===== config.mk =====
export PLATFORM = sky130hd
export DESIGN_NAME = bitmap_hline_span_writer_core
export DESIGN_NICKNAME = d
export VERILOG_FILES = /design/src/rtl/bhsw_pkg.sv /design/src/rtl/bhsw_ctrl.sv /design/src/rtl/bhsw_dp.sv /design/src/rtl/bitmap_hline_span_writer_core.sv
export SDC_FILE = /design/constraint.sdc
export NUM_CORES = 1
export LEC_CHECK = 0
export CORE_UTILIZATION = 40
export DETAILED_ROUTE_END_ITERATION = 8
export DONT_BUFFER_PORTS = 1
export GPL_ROUTABILITY_DRIVEN = 0
export PLACE_DENSITY = 0.53
export SLEW_MARGIN = 30
export SYNTH_ARGS = -nofsm -noshare
export SYNTH_HDL_FRONTEND = slang
export SYNTH_SLANG_ARGS = --single-unit

===== constraint.sdc =====
create_clock -name i_clk -period 4.65 [get_ports i_clk]
set_input_delay 0.2325 -clock i_clk [delete_from_list [all_inputs] [get_ports i_clk]]
set_output_delay 0.2325 -clock i_clk [all_outputs]
set_load 0.01 [all_outputs]

===== src/rtl/bhsw_pkg.sv =====
package bhsw_pkg;

    localparam logic [9:0] LINE_PIXELS   = 10'd512;
    localparam logic [7:0] FULL_MASK     = 8'hff;
    localparam logic [6:0] BPR_RESET     = 7'd40;

    typedef struct packed {
        logic [8:0] x_start;
        logic [7:0] y_row;
        logic [9:0] length;
        logic       color;
    } t_in_item;

    typedef struct packed {
        logic [13:0] byte_offset;
        logic [7:0]  pixel_mask;
        logic        set_bits;
        logic        last;
    } t_out_item;

    typedef enum logic [1:0] {
        ST_IDLE,
        ST_SETUP,
        ST_RUN
    } t_state;

    typedef struct packed {
        logic load;
        logic setup;
        logic emit;
    } t_cmd;

    typedef struct packed {
        logic empty;
        logic at_last;
        logic out_free;
    } t_status;

endpackage


===== src/rtl/bhsw_ctrl.sv =====
module bhsw_ctrl (
    input  logic              i_clk,
    input  logic              i_rst_n,
    input  logic              i_in_valid,
    input  bhsw_pkg::t_status i_status,
    output logic              o_in_stall,
    output bhsw_pkg::t_cmd    o_cmd
);

    bhsw_pkg::t_state r_state;
    bhsw_pkg::t_state n_state;

    always_ff @(posedge i_clk) begin
        if (!i_rst_n) begin
            r_state <= bhsw_pkg::ST_IDLE;
        end else begin
            r_state <= n_state;
        end
    end

    always_comb begin
        n_state = r_state;
        unique case (r_state)
            bhsw_pkg::ST_IDLE: begin
                if (i_in_valid) begin
                    n_state = bhsw_pkg::ST_SETUP;
                end
            end
            bhsw_pkg::ST_SETUP: begin
                n_state = i_status.empty ? bhsw_pkg::ST_IDLE : bhsw_pkg::ST_RUN;
            end
            bhsw_pkg::ST_RUN: begin
                if (i_status.out_free && i_status.at_last) begin
                    n_state = bhsw_pkg::ST_IDLE;
                end
            end
            default: begin
                n_state = bhsw_pkg::ST_IDLE;
            end
        endcase
    end

    always_comb begin
        o_cmd      = '0;
        o_in_stall = 1'b1;
        unique case (r_state)
            bhsw_pkg::ST_IDLE: begin
                o_in_stall = 1'b0;
                o_cmd.load = i_in_valid;
            end
            bhsw_pkg::ST_SETUP: begin
                o_cmd.setup = 1'b1;
            end
            bhsw_pkg::ST_RUN: begin
                o_cmd.emit = i_status.out_free;
            end
            default: begin
                o_cmd = '0;
            end
        endcase
    end

endmodule


===== src/rtl/bhsw_dp.sv =====
module bhsw_dp (
    input  logic                i_clk,
    input  logic                i_rst_n,
    input  bhsw_pkg::t_in_item  i_in_data,
    input  logic                i_cfg_valid,
    input  logic [6:0]          i_cfg_data,
    input  logic                i_out_stall,
    input  bhsw_pkg::t_cmd      i_cmd,
    output bhsw_pkg::t_status   o_status,
    output logic                o_out_valid,
    output bhsw_pkg::t_out_item o_out_data
);

    logic [6:0]          r_bpr;
    bhsw_pkg::t_in_item  r_item;
    logic [13:0]         r_base;
    logic [5:0]          r_col;
    logic [5:0]          r_last_col;
    logic [2:0]          r_end_lo;
    logic                r_first;
    logic                r_out_valid;
    bhsw_pkg::t_out_item r_out;

    logic [9:0]  rem_px;
    logic [9:0]  len_clip;
    logic [9:0]  end_px;
    logic [14:0] row_prod;
    logic [13:0] n_base;
    logic        at_last;
    logic [7:0]  mask;
    logic [8:0]  col_off;

    assign rem_px   = bhsw_pkg::LINE_PIXELS - {1'b0, r_item.x_start};
    assign len_clip = (r_item.length > rem_px) ? rem_px : r_item.length;
    assign end_px   = {1'b0, r_item.x_start} + len_clip - 10'd1;
    assign row_prod = {8'b0, r_bpr} * {7'b0, r_item.y_row[7:3], 3'b000};
    assign n_base   = row_prod[13:0] + {11'b0, r_item.y_row[2:0]};

    assign at_last  = (r_col == r_last_col);
    assign col_off  = {r_col, 3'b000};

    always_comb begin
        mask = bhsw_pkg::FULL_MASK;
        if (r_first) begin
            mask = mask & (bhsw_pkg::FULL_MASK >> r_item.x_start[2:0]);
        end
        if (at_last) begin
            mask = mask & (bhsw_pkg::FULL_MASK << (3'd7 - r_end_lo));
        end
    end

    assign o_status.empty    = (len_clip == 10'd0);
    assign o_status.at_last  = at_last;
    assign o_status.out_free = !r_out_valid || !i_out_stall;

    always_ff @(posedge i_clk) begin
        if (!i_rst_n) begin
            r_bpr       <= bhsw_pkg::BPR_RESET;
            r_out_valid <= 1'b0;
        end else begin
            if (i_cfg_valid) begin
                r_bpr <= i_cfg_data;
            end
            if (i_cmd.emit) begin
                r_out_valid <= 1'b1;
            end else if (!i_out_stall) begin
                r_out_valid <= 1'b0;
            end
        end
    end

    always_ff @(posedge i_clk) begin
        if (i_cmd.load) begin
            r_item <= i_in_data;
        end
        if (i_cmd.setup) begin
            r_base     <= n_base;
            r_col      <= r_item.x_start[8:3];
            r_last_col <= end_px[8:3];
            r_end_lo   <= end_px[2:0];
            r_first    <= 1'b1;
        end
        if (i_cmd.emit) begin
            r_out.byte_offset <= r_base + {5'b0, col_off};
            r_out.pixel_mask  <= mask;
            r_out.set_bits    <= r_item.color;
            r_out.last        <= at_last;
            r_col             <= r_col + 6'd1;
            r_first           <= 1'b0;
        end
    end

    assign o_out_valid = r_out_valid;
    assign o_out_data  = r_out;

endmodule


===== src/rtl/bitmap_hline_span_writer_core.sv =====
// Horizontal line writer for a 1-bit bitmap stored as 8x8 character cells.
// A line request transfers on the input channel when i_in_valid is high and
// o_in_stall is low. Each request yields one masked byte write per byte
// column it covers, left to right, on the output channel; a write transfers
// when o_out_valid is high and i_out_stall is low, and the final write of a
// line has last set. A request of zero length, after clipping at pixel 512,
// yields no writes.
// The request is registered in the idle state; the setup state then computes
// the clipped span and the cell row address with a single 7x8 multiply.
// After that the byte column counter issues one write per cycle while the
// receiver does not stall. A new request is taken once the last write of the
// previous line sits in the output register.
// While the receiver stalls, the output register holds its write and the
// column counter waits. The bytes_per_row register is written through the
// configuration channel, which is always ready, and should change only while
// the block is idle. Reset clears the control state and sets bytes_per_row
// to 40.
module bitmap_hline_span_writer_core (
    input  logic                i_clk,
    input  logic                i_rst_n,
    input  logic                i_in_valid,
    output logic                o_in_stall,
    input  bhsw_pkg::t_in_item  i_in_data,
    output logic                o_out_valid,
    input  logic                i_out_stall,
    output bhsw_pkg::t_out_item o_out_data,
    input  logic                i_cfg_valid,
    output logic                o_cfg_ready,
    input  logic [6:0]          i_cfg_data
);

    bhsw_pkg::t_cmd    cmd;
    bhsw_pkg::t_status status;

    assign o_cfg_ready = 1'b1;

    bhsw_ctrl u_ctrl (
        .i_clk      (i_clk),
        .i_rst_n    (i_rst_n),
        .i_in_valid (i_in_valid),
        .i_status   (status),
        .o_in_stall (o_in_stall),
        .o_cmd      (cmd)
    );

    bhsw_dp u_dp (
        .i_clk       (i_clk),
        .i_rst_n     (i_rst_n),
        .i_in_data   (i_in_data),
        .i_cfg_valid (i_cfg_valid),
        .i_cfg_data  (i_cfg_data),
        .i_out_stall (i_out_stall),
        .i_cmd       (cmd),
        .o_status    (status),
        .o_out_valid (o_out_valid),
        .o_out_data  (o_out_data)
    );

endmodule


# Word level (Yosys, flattened, before mapping)
# Cells that the tools add are included.
[word_totals] register_bits=92 inputBits=40 out_inout_bits=27 word_cells=57
[op_classes] addsub=7 mul=1 order_cmp=1 n_eq_ne=6 shift=2 mux=15 bitwise=1 reduce_logical=8
[op_table] op="$mux 8" count=2
[op_table] op="$add 14x3->14" count=1
[op_table] op="$add 14x9->14" count=1
[op_table] op="$mux 6" count=2
[op_table] op="$mul 7x5->11" count=1
[op_table] op="$gt 10x10->1" count=1
[op_table] op="$logic_not 10->1" count=1
[op_table] op="$mux 10" count=1
[op_table] op="$sub 10x9->10 const A" count=1
[op_table] op="$add 9x9->9" count=1
[op_table] op="$sub 9x1->9 const B" count=1
[op_table] op="$and 8x8->8" count=1
[op_table] op="$shl 8x3->8 const A" count=1
[op_table] op="$shr 8x3->8 const A" count=1
[op_table] op="$add 6x1->6 const B" count=1
[op_table] op="$eq 6x6->1" count=1
[op_table] op="$mux 1" count=6
[op_table] op="$mux 2" count=3
[op_table] op="$pmux 2 s3" count=1
[op_table] op="$ne 2x1->1 const B" count=2
[op_table] op="$sub 3x3->3 const A" count=1
[op_table] op="$eq 2x1->1 const B" count=1
[op_table] op="$eq 2x2->1 const B" count=1
[op_table] op="$logic_not 1->1" count=2
[op_table] op="other kinds (6)" count=6

# Depth between registers and ports, before layout
[depth] ltp_word=6 depth_mapped=27

# Cells and area by module
# Synthesis repeated with hierarchy kept, for this count alone.
[hier_totals] hier_cells=485 hier_area_um2=5590.4
[modules_own_cells] module="bhsw_dp" instances=1 cells_per_inst=470 area_each_um2=5467.7
[modules_own_cells] module="bhsw_ctrl" instances=1 cells_per_inst=13 area_each_um2=111.4
[modules_own_cells] module="bitmap_hline_span_writer_core" instances=1 cells_per_inst=2 area_each_um2=11.3

# Least setup slack after synthesis
# OpenSTA, ideal clock, no wires.
[synth_path] path_kind="reg2reg" from="reg u_dp.r_item[25] (netlist name)" to="reg u_dp.r_last_col[5], data pin" arrival_time_ns=4.873 setup_slack_ns=-0.483 path_stages_with_launch=25 n_path_buf=1 cell_sequence="edfxtp_1 -> or4_1 -> nor4_1 -> xnor2_1 -> inv_1 -> ha_1 -> nand2_1 -> a2111oi_2 -> nor2_1 -> a311oi_2 -> o211ai_2 -> a21oi_4 -> buf_6 -> mux2i_1 -> ha_1 -> inv_1 -> ha_1 -> a21o_1 -> a21oi_1 -> o21bai_1 -> a21oi_1 -> o21bai_1 -> a21oi_1 -> xnor2_1 -> xnor2_1"
[synth_between] elab_chain_cells=5
[synth_rtl] element="start: declaration" line_no="bhsw_dp.sv:15" rtl="bhsw_pkg::t_in_item r_item;"
[synth_rtl] element="start signal: assignment" line_no="bhsw_dp.sv:74" rtl="r_item <= i_in_data;"
[synth_rtl] element="$sub 10x9->10" line_no="bhsw_dp.sv:33" rtl="assign rem_px = bhsw_pkg::LINE_PIXELS - {1'b0, r_item.x_start};"
[synth_rtl] element="$gt 10x10->1" line_no="bhsw_dp.sv:34" rtl="assign len_clip = (r_item.length > rem_px) ? rem_px : r_item.length;"
[synth_rtl] element="$mux 10" line_no="bhsw_dp.sv:34"
[synth_rtl] element="$add 9x9->9 *" line_no="bhsw_dp.sv:35" rtl="assign end_px = {1'b0, r_item.x_start} + len_clip - 10'd1;"
[synth_rtl] element="$sub 9x1->9 *" line_no="bhsw_dp.sv:35"
[synth_rtl] element="named net u_dp.end_px[8]" line_no="bhsw_dp.sv:26" rtl="logic [9:0] end_px;"
[synth_rtl] element="end signal: assignment" line_no="bhsw_dp.sv:79" rtl="r_last_col <= end_px[8:3];"
[synth_rtl] element="end: declaration" line_no="bhsw_dp.sv:18" rtl="logic [5:0] r_last_col;"
# Mark *: on every way through the listed nets, which the timed path passes. The rest lies on a longest branch.
# A chain may end at the register's enable or synchronous reset.

# Final worst setup path
[layout_path] from="reg u_dp.r_item[22] (netlist name)" to="reg u_dp.r_last_col[5], data pin"
# The elaborated chain is that of the path after synthesis.

==> metrics.yaml <==
reg2reg_from: "u_dp.r_item[22]$_DFFE_PP_"
critPathTopFamily: "compound AO/OA/AOI/OAI gates"
outcome: "finished with violations"
gr-total-overflow: 0
cp.depth: 23
ys_types: 59
cts_tree: "built"
fin_util: 0.500
worstPathRequired_ns: 4.75
die-area_mm2: 0.0146
dp_hpwl_mm: 8.40
grt_pass1_vias: 3789
tightest_slew_ns: 0.599
clkSinkCount: 92
clk_pin_slew_ns: 0.07
synth_edf_count: 81
syn_avg_cell_area_um2: 11.6
place_ws_ns: -0.224
p_leak_nw: 2.87
r2r-end: "u_dp.r_last_col[5]$_DFFE_PP_"
core_area_mm2: 0.0138
yosys_warnings: 0
fin_crit_sh: 1.02
start_kind: "register"
ys_top_cells_by_area: "edfxtp_1 (43%), ha_1 (11%), fa_1 (5.7%)"
netlist.area_leader.share: 0.431
critPathLaunch: "u_dp.r_item[22]$_DFFE_PP_"
die_x_um: 121
routed_via_density: 4.97
synth_flop_cell: "edfxtp_1"
h-tree-depth: 3
setup-violations-final: 1
drc: 0
cts_made_buffers: 9
vias: 3743
totalWireLength_mm: 11.3
hold_path_class: "primary input to register"
yosys.area.top_type: "edfxtp_1"
synth_fp_nets: 593
die_h_um: 121
detail-route-antenna-nets: 0
first_pass_iters: 4
vdd_drop_max_uv: 175
clock_latency_ns: 0.35
grt_start_max_net_pins: 30
netlist_instances: 487
slew_headroom: 0.598
yosysMostFrequentCell: "edfxtp_1"
finalClockSkew_ns: 0.00660
grtUsageTotal: 0.165
drv_cap: 0
maxSlewViolCount: 0
period_needed_ns: 4.76
grt_pass1_wl_mm: 18.6
syn_area_mm2: 0.00565
crit_path_end: "u_dp.r_last_col[5]$_DFFE_PP_"
cts_root_buffer: "clkbuf_16"
hold_viol_final: 0
drtIter0Drc: 140
layout-drive-gt1-share: 0.178
num-fill-cells: 1245
antenna_found_initial: 0
row_count: 43
ys_seq_area_frac: 0.470
crit_fanout: 5
rrSetupSlack_ns: -0.11
synthTopCellsByCount: "edfxtp_1 (81), inv_1 (63), ha_1 (50)"
fin_ws_ns: -0.110
layout.nets: 674
endpoint_kind: "register"
clockBufferDepth: 2
worst-path-buf-inv: 4
rsz0062_at_grt: "yes"
slowest_stage: "or4_4"
diodes: 0
ys_ff_latch: 92
syn_to_final_growth_pct: 22.5
cp_slowest_stage_delay_ns: 0.57
io_pins: 67
p_per_area_mw_per_mm2: 404
wl_per_cell_um: 15.0
critPathKind: "register to register"
clock.fmax_mhz: 210
start_util: 0.409
portBuffers: 0
violations: "setup timing"
r2r_cells: 23
arrival_ns: 4.86
holdWs_ns: 0.0136
worstPathCellList: "or4_4 -> nor4_4 -> xnor2_1 -> inv_1 -> ha_4 -> nand4b_1 -> a2bb2oi_2 -> nor2_2 -> a311oi_2 -> o211ai_2 -> a21oi_4 -> buf_4 -> mux2_1 -> ha_1 -> inv_1 -> ha_1 -> inv_1 -> o21bai_1 -> a21oi_2 -> o21bai_1 -> a21oi_1 -> xnor2_1 -> xnor2_1"
synthArstFlopShare: 0
finalPower_mw: 2.79
==> routing by layer <==
metal | share of wire | vias up | GRT usage
li1 | - | 1861 | -
met1 | 0.49 | 1779 | 0.218
met2 | 0.46 | 84 | 0.267
met3 | 0.034 | 19 | 0.0264
met4 | 0.022 | 0 | 0.0748
met5 | 0 | - | 0
==> cells in the final DEF (no fill, tap or decap), drive strengths merged, types with 3 or more instances in the layout <==
master        n
clkbuf        9
a21o          6
or2           5
nor2b        11
nand2b        3
dlygate4sd3  29
o21bai        9
nand3        10
clkinv        3
mux2i        13
and2         24
dfxtp        11
inv          65
a21oi        25
nor2         17
buf          49
nor4          6
o21ai         9
nand2        32
a31oi         4
fa           16
ha           50
edfxtp       81
xor2         11
xnor2        35
==> power by group <==
part	internal, mW	switching (mW)
Sequential	1.08	0.100
Clock	0.421	0.325
Combinational	0.437	0.436
Total	1.93	0.861
==> sequential cells by signal, summed over array words and instances, names as in the netlist, 2 cells and up <==
name             cells
u_dp.o_out_data     24
u_dp.r_last_col      6
u_ctrl.r_state       2
u_dp.r_bpr           7
u_dp.r_base         14
u_dp.r_end_lo        3
u_dp.r_col           6
u_dp.r_item         28
==> cell type report <==
type / instances / area (um^2) / area share
Clock buffer: 9 / 225 / 0.0325
Timing Repair Buffer: 78 / 678 / 0.0980
Multi-Input combinational cell: 324 / 2830 / 0.409
Inverter: 63 / 236 / 0.0342
Sequential cell: 92 / 2650 / 0.383
Clock inverter: 7 / 75.1 / 0.0108
Tap cell: 180 / 225 / 0.0325
==> what timing repair did <==
item	in CTS	in global routing
hold buffers	29	0
resized for setup	8	2
setup endpoints to repair	2	4
buffers inserted	10	4
hold endpoints to repair	31	0
pin swaps	13	9
==> per-stage QoR <==
step / cell area, um^2 / instances / setup TNS [ns]
global placement: 6160 / 693 / -0.0813
global route: 6920 / 753 / -0.993
CTS: 6860 / 748 / -0.119
detailed placement: 6160 / 693 / -0.345
floorplan: 5720 / 487 / -0.403
finish: 6920 / 753 / -0.110
==> logic make-up after synthesis <==
group	Yosys count	share of synthesized area
AOI/OAI and AO/OA	73	0.0943
xor gates and xnor gates	47	0.0753
adders and majority gates	66	0.167
buffers and inverters	71	0.0507
DFF	92	0.470
muxes	14	0.0250
other	1	0.000664
and+or+nand+nor	123	0.117
==> worst min path at each step <==
stage          slack [ns]  depth (start not counted)                         end          from
2_1_floorplan        0.33                          0    u_dp.r_item[0]$_DFFE_PP_  i_in_data[0]
3_3_place_gp         0.30                          1  u_dp.r_bpr[3]$_SDFFE_PN1P_       i_rst_n
3_5_place_dp         0.30                          1  u_dp.r_bpr[3]$_SDFFE_PN1P_       i_rst_n
4_1_cts             0.003                          1  u_dp.r_bpr[1]$_SDFFE_PN0P_       i_rst_n
5_1_grt              0.01                          1  u_dp.r_bpr[1]$_SDFFE_PN0P_       i_rst_n
6_report             0.01                          1  u_dp.r_bpr[1]$_SDFFE_PN0P_       i_rst_n
Power figures use the tool's default switching activity.
